[src/spe_pkg.sv]
// ----------------------------------------------------------------------------
// spe_pkg: shared types and constants of the servo PWM edge scheduler
// Field widths, register reset values, register indexes and the table port
// control word.
// ----------------------------------------------------------------------------
package spe_pkg;

	// payload field widths
	localparam int CH_W      = 5;
	localparam int WIDTH_W   = 15;
	localparam int EIDX_W    = 5;
	localparam int CMP_W     = 16;
	localparam int PIN_W     = 32;

	// configuration registers
	localparam int DELAY_W   = 8;
	localparam int TPU_W     = 18;
	localparam int CFG_IDX_W = 2;
	localparam int CFG_DAT_W = 18;

	localparam logic [CFG_IDX_W-1:0] CFG_COMPARE_DELAY = CFG_IDX_W'(0);
	localparam logic [CFG_IDX_W-1:0] CFG_TICKS_PER_US  = CFG_IDX_W'(1);

	localparam logic [DELAY_W-1:0] DELAY_RST = DELAY_W'(17);
	localparam logic [TPU_W-1:0]   TPU_RST   = TPU_W'(120796);

	// table reset edge
	localparam logic [WIDTH_W-1:0] RESET_WIDTH = WIDTH_W'(1500);

	// compare arithmetic: width times Q2.16 rate
	localparam int FRAC_W = 16;
	localparam int PROD_W = WIDTH_W + TPU_W;
	localparam int TICK_W = PROD_W - FRAC_W;

	localparam int CHANNELS_DEF = 32;

	// table port control
	typedef struct packed {
		logic rd_en;   // read entry of the current bank
		logic wr_en;   // write one entry
		logic wr_cur;  // write into the current bank, else the other one
		logic swap;    // make the other bank current
	} tbl_ctrl_t;

endpackage

[src/spe_table.sv]
// ----------------------------------------------------------------------------
// spe_table: double-banked edge table
// Two banks of width and mask entries in one memory. Updates read the current
// bank and rebuild the table into the other, then swap. Read data registered.
// ----------------------------------------------------------------------------
module spe_table
	import spe_pkg::*;
#(
	parameter int CHANNELS = CHANNELS_DEF
) (
	input  logic                          clk,
	input  logic                          arst_n,
	input  tbl_ctrl_t                     ctrl,
	input  logic [$clog2(CHANNELS)-1:0]   rd_addr,
	input  logic [$clog2(CHANNELS)-1:0]   wr_addr,
	input  logic [WIDTH_W-1:0]            wr_width,
	input  logic [CHANNELS-1:0]           wr_mask,
	output logic [WIDTH_W-1:0]            rd_width,
	output logic [CHANNELS-1:0]           rd_mask
);

	localparam int IDX_W = $clog2(CHANNELS);
	localparam int MEM_D = 2 ** (IDX_W + 1);

	logic [WIDTH_W-1:0]  mem_width [MEM_D];
	logic [CHANNELS-1:0] mem_mask  [MEM_D];
	logic                bank_q;
	logic                wr_bank;

	assign wr_bank = ctrl.wr_cur ? bank_q : ~bank_q;

	// flip the current bank after a rebuild
	always_ff @(posedge clk or negedge arst_n) begin
		if (!arst_n) begin
			bank_q <= 1'b0;
		end else if (ctrl.swap) begin
			bank_q <= ~bank_q;
		end
	end

	// write port
	always_ff @(posedge clk) begin
		if (ctrl.wr_en) begin
			mem_width[{wr_bank, wr_addr}] <= wr_width;
			mem_mask[{wr_bank, wr_addr}]  <= wr_mask;
		end
	end

	// registered read port, held while no read is issued
	always_ff @(posedge clk) begin
		if (ctrl.rd_en) begin
			rd_width <= mem_width[{bank_q, rd_addr}];
			rd_mask  <= mem_mask[{bank_q, rd_addr}];
		end
	end

endmodule

[src/spe_compare.sv]
// ----------------------------------------------------------------------------
// spe_compare: edge compare value unit
// Registers width times ticks per microsecond, then drops the fraction,
// subtracts the delay, clamping at zero, and saturates to sixteen bits.
// ----------------------------------------------------------------------------
module spe_compare
	import spe_pkg::*;
(
	input  logic               clk,
	input  logic               en,
	input  logic [WIDTH_W-1:0] width,
	input  logic [TPU_W-1:0]   ticks_per_us_q16,
	input  logic [DELAY_W-1:0] compare_delay,
	output logic [CMP_W-1:0]   compare_time
);

	logic [PROD_W-1:0] prod_q;
	logic [TICK_W-1:0] ticks;
	logic [TICK_W-1:0] delay_ext;
	logic [TICK_W-1:0] diff;

	// multiply stage
	always_ff @(posedge clk) begin
		if (en) begin
			prod_q <= PROD_W'(width) * PROD_W'(ticks_per_us_q16);
		end
	end

	// subtract and saturate
	assign ticks     = prod_q[PROD_W-1:FRAC_W];
	assign delay_ext = TICK_W'(compare_delay);
	assign diff      = ticks - delay_ext;

	always_comb begin
		if (ticks <= delay_ext) begin
			compare_time = '0;
		end else if (diff > TICK_W'({CMP_W{1'b1}})) begin
			compare_time = {CMP_W{1'b1}};
		end else begin
			compare_time = diff[CMP_W-1:0];
		end
	end

endmodule

[src/servo_pwm_edge_scheduler.sv]
// ----------------------------------------------------------------------------
// servo_pwm_edge_scheduler: sorted edge table for multichannel servo PWM
// Operation: an update walks the old table at one entry a cycle, pausing once
//   for a mid-table insert, and closes with a tail step that appends the new
//   edge if not yet placed and swaps banks; then emits each edge through the
//   table read port and the shared compare multiplier, stalling on out_ready.
// Input: a new item is accepted only after the last word of its schedule
//   is loaded into the output register.
// Reset: one cycle after reset writes the 1500 us edge, in_ready stays low.
// ----------------------------------------------------------------------------
module servo_pwm_edge_scheduler
	import spe_pkg::*;
#(
	parameter int CHANNELS = CHANNELS_DEF
) (
	input  logic                 clk,
	input  logic                 arst_n,
	input  logic                 cfg_valid,
	output logic                 cfg_ready,
	input  logic [CFG_IDX_W-1:0] cfg_index,
	input  logic [CFG_DAT_W-1:0] cfg_data,
	input  logic                 in_valid,
	output logic                 in_ready,
	input  logic [CH_W-1:0]      channel,
	input  logic [WIDTH_W-1:0]   width,
	output logic                 out_valid,
	input  logic                 out_ready,
	output logic [EIDX_W-1:0]    edge_index,
	output logic [CMP_W-1:0]     compare_time,
	output logic [PIN_W-1:0]     pin_pattern,
	output logic                 last
);

	localparam int IDX_W = $clog2(CHANNELS);
	localparam int CNT_W = $clog2(CHANNELS + 1);
	localparam int PAT_W = (CHANNELS > PIN_W) ? CHANNELS : PIN_W;

	typedef enum logic [2:0] {
		S_INIT, S_IDLE, S_MEVAL, S_MWR2, S_MTAIL, S_ERD, S_EMUL, S_EOUT
	} state_t;

	state_t              state_q;
	logic [DELAY_W-1:0]  delay_q;
	logic [TPU_W-1:0]    tpu_q;
	logic [CNT_W-1:0]    cnt_q;
	logic [CNT_W-1:0]    rd_idx_q;
	logic [CNT_W-1:0]    wr_idx_q;
	logic [CNT_W-1:0]    k_q;
	logic                ins_q;
	logic [WIDTH_W-1:0]  w_q;
	logic [CHANNELS-1:0] bit_q;
	logic [CHANNELS-1:0] pattern_q;
	logic                out_valid_q;
	logic [EIDX_W-1:0]   edge_index_q;
	logic [CMP_W-1:0]    compare_time_q;
	logic [PIN_W-1:0]    pin_pattern_q;
	logic                last_q;

	tbl_ctrl_t           tctl;
	logic [IDX_W-1:0]    t_rd_addr;
	logic [IDX_W-1:0]    t_wr_addr;
	logic [WIDTH_W-1:0]  t_wr_width;
	logic [CHANNELS-1:0] t_wr_mask;
	logic [WIDTH_W-1:0]  rd_width;
	logic [CHANNELS-1:0] rd_mask;
	logic [CMP_W-1:0]    cmp_time;

	logic                in_acc;
	logic                upd;
	logic [CHANNELS-1:0] in_bit;
	logic [CHANNELS-1:0] mask_n;
	logic                hit;
	logic                keep;
	logic                ins_here;
	logic [CNT_W-1:0]    next_rd;
	logic                more;
	logic                is_last;
	logic                out_free;
	logic [PAT_W-1:0]    pattern_ext;

	assign cfg_ready = 1'b1;
	assign in_ready  = (state_q == S_IDLE);
	assign in_acc    = in_valid && in_ready;
	assign upd       = (32'(channel) < CHANNELS);
	assign in_bit    = {{(CHANNELS-1){1'b0}}, 1'b1} << channel;

	// merge decisions on the entry just read
	assign mask_n   = rd_mask & ~bit_q;
	assign hit      = (rd_width == w_q);
	assign keep     = (mask_n != '0);
	assign ins_here = !ins_q && !hit && keep && (w_q < rd_width);
	assign next_rd  = rd_idx_q + CNT_W'(1);
	assign more     = (next_rd < cnt_q);

	assign is_last     = ((k_q + CNT_W'(1)) == cnt_q);
	assign out_free    = !out_valid_q || out_ready;
	assign pattern_ext = PAT_W'(pattern_q);

	// configuration registers
	always_ff @(posedge clk or negedge arst_n) begin
		if (!arst_n) begin
			delay_q <= DELAY_RST;
			tpu_q   <= TPU_RST;
		end else if (cfg_valid && cfg_ready) begin
			case (cfg_index)
				CFG_COMPARE_DELAY: delay_q <= cfg_data[DELAY_W-1:0];
				CFG_TICKS_PER_US:  tpu_q   <= cfg_data[TPU_W-1:0];
				default: ;
			endcase
		end
	end

	// table port drive
	always_comb begin
		tctl       = '0;
		t_rd_addr  = '0;
		t_wr_addr  = wr_idx_q[IDX_W-1:0];
		t_wr_width = rd_width;
		t_wr_mask  = mask_n;
		case (state_q)
			S_INIT: begin
				tctl.wr_en  = 1'b1;
				tctl.wr_cur = 1'b1;
				t_wr_addr   = '0;
				t_wr_width  = RESET_WIDTH;
				t_wr_mask   = {CHANNELS{1'b1}};
			end
			S_IDLE: begin
				tctl.rd_en = in_acc && upd;
			end
			S_MEVAL: begin
				if (hit) begin
					tctl.wr_en = 1'b1;
					t_wr_mask  = mask_n | bit_q;
				end else if (ins_here) begin
					tctl.wr_en = 1'b1;
					t_wr_width = w_q;
					t_wr_mask  = bit_q;
				end else begin
					tctl.wr_en = keep;
				end
				tctl.rd_en = !ins_here && more;
				t_rd_addr  = next_rd[IDX_W-1:0];
			end
			S_MWR2: begin
				tctl.wr_en = 1'b1;
				tctl.rd_en = more;
				t_rd_addr  = next_rd[IDX_W-1:0];
			end
			S_MTAIL: begin
				tctl.wr_en = !ins_q;
				tctl.swap  = 1'b1;
				t_wr_width = w_q;
				t_wr_mask  = bit_q;
			end
			S_ERD: begin
				tctl.rd_en = 1'b1;
				t_rd_addr  = k_q[IDX_W-1:0];
			end
			default: ;
		endcase
	end

	// sequencer and output word
	always_ff @(posedge clk or negedge arst_n) begin
		if (!arst_n) begin
			state_q        <= S_INIT;
			cnt_q          <= CNT_W'(1);
			rd_idx_q       <= '0;
			wr_idx_q       <= '0;
			k_q            <= '0;
			ins_q          <= 1'b0;
			w_q            <= '0;
			bit_q          <= '0;
			pattern_q      <= '0;
			out_valid_q    <= 1'b0;
			edge_index_q   <= '0;
			compare_time_q <= '0;
			pin_pattern_q  <= '0;
			last_q         <= 1'b0;
		end else begin
			// drop the word once taken, unless the emit step reloads it
			if (out_ready && (state_q != S_EOUT)) begin
				out_valid_q <= 1'b0;
			end
			case (state_q)
				S_INIT: begin
					state_q <= S_IDLE;
				end
				S_IDLE: begin
					if (in_acc) begin
						w_q       <= width;
						bit_q     <= in_bit;
						rd_idx_q  <= '0;
						wr_idx_q  <= '0;
						ins_q     <= 1'b0;
						k_q       <= '0;
						pattern_q <= {CHANNELS{1'b1}};
						state_q   <= upd ? S_MEVAL : S_ERD;
					end
				end
				S_MEVAL: begin
					if (hit || keep) begin
						wr_idx_q <= wr_idx_q + CNT_W'(1);
					end
					if (hit || ins_here) begin
						ins_q <= 1'b1;
					end
					if (ins_here) begin
						state_q <= S_MWR2;
					end else begin
						rd_idx_q <= next_rd;
						state_q  <= more ? S_MEVAL : S_MTAIL;
					end
				end
				S_MWR2: begin
					wr_idx_q <= wr_idx_q + CNT_W'(1);
					rd_idx_q <= next_rd;
					state_q  <= more ? S_MEVAL : S_MTAIL;
				end
				S_MTAIL: begin
					cnt_q     <= ins_q ? wr_idx_q : wr_idx_q + CNT_W'(1);
					k_q       <= '0;
					pattern_q <= {CHANNELS{1'b1}};
					state_q   <= S_ERD;
				end
				S_ERD: begin
					state_q <= S_EMUL;
				end
				S_EMUL: begin
					pattern_q <= pattern_q ^ rd_mask;
					state_q   <= S_EOUT;
				end
				S_EOUT: begin
					if (out_free) begin
						out_valid_q    <= 1'b1;
						edge_index_q   <= k_q[EIDX_W-1:0];
						compare_time_q <= cmp_time;
						pin_pattern_q  <= pattern_ext[PIN_W-1:0];
						last_q         <= is_last;
						k_q            <= k_q + CNT_W'(1);
						state_q        <= is_last ? S_IDLE : S_ERD;
					end
				end
				default: begin
					state_q <= S_IDLE;
				end
			endcase
		end
	end

	assign out_valid    = out_valid_q;
	assign edge_index   = edge_index_q;
	assign compare_time = compare_time_q;
	assign pin_pattern  = pin_pattern_q;
	assign last         = last_q;

	spe_table #(
		.CHANNELS (CHANNELS)
	) u_table (
		.clk      (clk),
		.arst_n   (arst_n),
		.ctrl     (tctl),
		.rd_addr  (t_rd_addr),
		.wr_addr  (t_wr_addr),
		.wr_width (t_wr_width),
		.wr_mask  (t_wr_mask),
		.rd_width (rd_width),
		.rd_mask  (rd_mask)
	);

	spe_compare u_compare (
		.clk              (clk),
		.en               (state_q == S_EMUL),
		.width            (rd_width),
		.ticks_per_us_q16 (tpu_q),
		.compare_delay    (delay_q),
		.compare_time     (cmp_time)
	);

	// the table never runs empty or past its depth
	a_cnt_range: assert property (@(posedge clk) disable iff (!arst_n)
		(cnt_q != '0) && (32'(cnt_q) <= CHANNELS))
		else $error("edge count out of range");

	// the rebuild write pointer stays at most one entry ahead of the read
	a_wr_behind: assert property (@(posedge clk) disable iff (!arst_n)
		(state_q == S_MEVAL || state_q == S_MWR2 || state_q == S_MTAIL) |->
		({1'b0, wr_idx_q} <= {1'b0, rd_idx_q} + {{CNT_W{1'b0}}, 1'b1}))
		else $error("rebuild write pointer overran read pointer");

	// an accepted item closes the input until its schedule is out
	a_busy: assert property (@(posedge clk) disable iff (!arst_n)
		in_acc |=> !in_ready)
		else $error("input accepted while busy");

	// a new word is loaded only by the emit step
	a_load_src: assert property (@(posedge clk) disable iff (!arst_n)
		$rose(out_valid_q) |-> $past(state_q == S_EOUT))
		else $error("output word loaded outside emit step");

endmodule

[config.mk]
export PLATFORM = sky130hd
export DESIGN_NAME = servo_pwm_edge_scheduler
export DESIGN_NICKNAME = d
export VERILOG_FILES = /design/src/spe_pkg.sv /design/src/spe_table.sv /design/src/spe_compare.sv /design/src/servo_pwm_edge_scheduler.sv
export SDC_FILE = /design/constraint.sdc
export NUM_CORES = 2
export LEC_CHECK = 0
export BUFFER_PORTS_ARGS = -buffer_cell sky130_fd_sc_hd__buf_2
export CORE_MARGIN = 8
export CORE_UTILIZATION = 50
export CTS_BUF_LIST = sky130_fd_sc_hd__clkbuf_8
export DETAILED_ROUTE_END_ITERATION = 10
export PLACE_DENSITY = 0.72
export SKIP_CTS_REPAIR_TIMING = 1
export SKIP_LAST_GASP = 1
export SLEW_MARGIN = 15
export SYNTH_ARGS = -nofsm -noshare
export SYNTH_HDL_FRONTEND = slang
export SYNTH_HIERARCHICAL = 1
export SYNTH_SLANG_ARGS = --single-unit
[constraint.sdc]
create_clock -name clk -period 9.5 [get_ports clk]
set_input_delay 0.475 -clock clk [delete_from_list [all_inputs] [get_ports clk]]
set_output_delay 0.475 -clock clk [all_outputs]
set_load 0.03 [all_outputs]
==> flow_summary.ini <==
[die]
initial_core_util_pct = 50.3
coreArea_um2 = 271000
die-area_um2 = 289000
rows = 191
dieWidth_um = 538
die_h_um = 538
io_pins = 102

[logic_synthesis]
synth-edff-count = 3072
synth_compound_area_share_pct = 3.93
synth_top_family_by_area = multiplexers
synth_nets = 7723
synth_seq_area_share_pct = 71.2
synthAdderAreaFrac_pct = 4.17
yosys.area_share.simple_pct = 4.53
netlist_area_um2 = 136000
synth_mux_area_share_pct = 13.4
synth_cell_types = 92
synth_xor_area_share_pct = 0.366
synth-seq-cells = 3261
synth-main-ff-cell = edfxtp_1
synthArstFlopShare_pct = 5.80
syn_area_per_cell_um2 = 18.5
synth-warning-count = 6
synth_cells = 7347

[sta]
relSlewSlack_pct = 15.3
hold_violations = 0
finalSetupViolations = 0
timing.final.crit_share_pct = 67.7
rsz0062_at_grt = false
worst_slew_pin_slew_ps = 1260
period_minus_slack_ps = 6430
maxClockFrequency_mhz = 155
finClkSkew_ps = 75.4
drv_slew = 0
fin_setup_tns_ps = 0

[routing]
vias = 74100
wire_per_inst_um = 30.1
drt-total-wl_mm = 356
vias_per_cell = 6.27
firstDrtPassIters = 7
drc = 0
postRouteAntennaNets = 0
first_iter_violations = 9675

[clocking]
clockBufferDepth = 4
clk_pin_slew_worst_paths_ps = 60
ctsHtreeMaxLevel = 6
cts_tree = built
cts_buffers = 539
clkSinkCount = 3261
worstSkewPairLatency_ps = 1100
cts-root-buf = clkbuf_8

[final_layout]
stdcell_area_um2 = 152000
regArea_um2 = 97000
utilization_pct = 56.0
nets = 8222
syn_to_final_growth_pct = 11.4
multi_input_area_um2 = 37000
layout_common_cells = edfxtp_1, mux4_2, nand2_1
num-fill-cells = 20200
drive_above_1_share_pct = 23.6
final_common_cell = edfxtp_1

[setup_path]
critical_path.cell_chain = nand2_1 > fa_1 > inv_1 > fa_1 > fa_1 > fa_1 > fa_1 > inv_1 > fa_1 > inv_1 > ha_1 > and2_1 > o2111ai_1 > a21o_1 > a211oi_1 > o2111ai_1 > o211ai_2 > xor2_1
critPathRequiredTime_ps = 10290
critical_path_peak_fanout = 20
arrival_ps = 7230
path_buf_inv = 3
crit_type = register to register
worst_setup_path_end_kind = register
cpMaxStageDelayCell = edfxtp_1
reg2reg_to = u_compare/prod_q[31]$_DFFE_PP_
reg2reg_slack_ps = 3070
crit_top_cell = fa_1
cp_top_family = adder cells
startpoint_type = register
slowest_delay_ps = 960
r2r_cells = 18
timing.rr.start = u_table/rd_width[10]$_DFFE_PP_

[global_route]
first_global_vias = 74600
grt_max_degree = 114
grt_pass1_wl_mm = 513
use_met1_pct = 33.4
met3_usage_pct = 6.26
track_usage_pct = 24.2
busiest_layer = met2
global_route.usage.met2_pct = 38.1
gr-total-overflow = 0
antenna_found_initial = 24

[run_status]
status = finished clean

[hold_path]
hp-class = input pin to asynchronous set/reset pin

[placed_design]
placed_area_um2 = 142000
dp_hpwl_mm = 205
place_congestion = 0.882
port-buffer-count = 100

[job]
maxCapViolCount = 0
per-stage QoR:
step	std cells	setup slack [ps]	hold slack [ps]
2_1_floorplan	7347	2470	179
3_3_place_gp	10800	3040	456
3_5_place_dp	10800	3140	460
4_1_cts	11700	3120	-498
5_1_grt	11800	2700	140
6_report	11800	3070	112
kinds of logic (layout without fill, tap and decap cells):
logic type	count (synthesis)	in the layout
adder cells (fa/ha/maj)	331	331
buffers and inverters	669	1550
other	1	25
AND/OR/NAND/NOR	1316	1316
XOR/XNOR	56	56
AO/OA/AOI/OAI	797	797
flip-flops	3261	3261
multiplexers	916	916
cell usage after synthesis, types with 46 or more instances:
library cell	number	area share, %
inv_1	266	0.73
mux2_2	90	0.74
o22ai_1	172	0.79
fa_1	206	3.0
and2_1	141	0.65
mux2i_1	106	0.78
clkbuf_1	164	0.45
nor3_1	50	0.18
ha_1	125	1.1
dfrtp_1	174	3.2
a21oi_1	148	0.54
nor2b_1	53	0.24
nand2b_1	46	0.21
nand3_1	105	0.39
buf_6	46	0.38
o21ai_0	134	0.49
buf_2	94	0.35
buf_4	73	0.40
nand2_1	596	1.6
mux4_2	720	12
nor2_1	193	0.53
edfxtp_1	3072	68
final cells by class:
cell class | instances | area share (%)
antenna | 24 | 0.0396
clock buffer | 560 | 5.08
clock inverter | 363 | 1.17
inverter | 268 | 0.663
multi-input combinational | 3417 | 24.4
sequential | 3261 | 63.9
tap | 3570 | 2.94
timing repair buffer | 359 | 1.80
flip-flops by register name, summed over array words and instances, names as in the netlist, 8 cells and up:
register	flops
bit_q	32
pin_pattern	32
u_compare/prod_q	17
u_table/mem_mask	2048
w_q	15
pattern_ext	32
u_table/rd_width	15
delay_q	8
u_table/mem_width	960
u_table/rd_mask	32
compare_time	16
tpu_q	18
worst register-to-register path, stage by stage (launching register included):
cell,delay (ps)
edfxtp_1,960
nand2_1,200
fa_1,540
inv_1,50
fa_1,560
fa_1,440
fa_1,470
fa_1,510
inv_1,60
fa_1,470
inv_1,40
ha_1,360
and2_1,200
o2111ai_1,120
a21o_1,190
a211oi_1,450
o2111ai_1,260
o211ai_2,210
xor2_1,80
how the worst max path moves through the flow:
| stage | to | slack [ps] | startpoint | depth (start not counted) |
|---|---|---|---|---|
| 2_1_floorplan | u_table/mem_width[0][11]$_DFFE_PP_ | 2470 | u_table/rd_width[10]$_DFFE_PP_ | 8 |
| 3_3_place_gp | u_compare/prod_q[27]$_DFFE_PP_ | 3040 | u_table/rd_width[0]$_DFFE_PP_ | 19 |
| 3_5_place_dp | u_compare/prod_q[31]$_DFFE_PP_ | 3140 | u_table/rd_width[0]$_DFFE_PP_ | 19 |
| 4_1_cts | u_compare/prod_q[27]$_DFFE_PP_ | 3120 | u_table/rd_width[1]$_DFFE_PP_ | 19 |
| 5_1_grt | u_compare/prod_q[27]$_DFFE_PP_ | 2700 | u_table/rd_width[1]$_DFFE_PP_ | 20 |
| 6_report | u_compare/prod_q[31]$_DFFE_PP_ | 3070 | u_table/rd_width[10]$_DFFE_PP_ | 18 |
per-layer routing:
metal,share of wire (%),up-vias
li1,-,30200
met1,38,38700
met2,47,4517
met3,12,663
met4,3.1,2
met5,0.0056,-
Power is not shown: default switching activity piles up to over one toggle a cycle in this logic, so the estimate is an artifact.
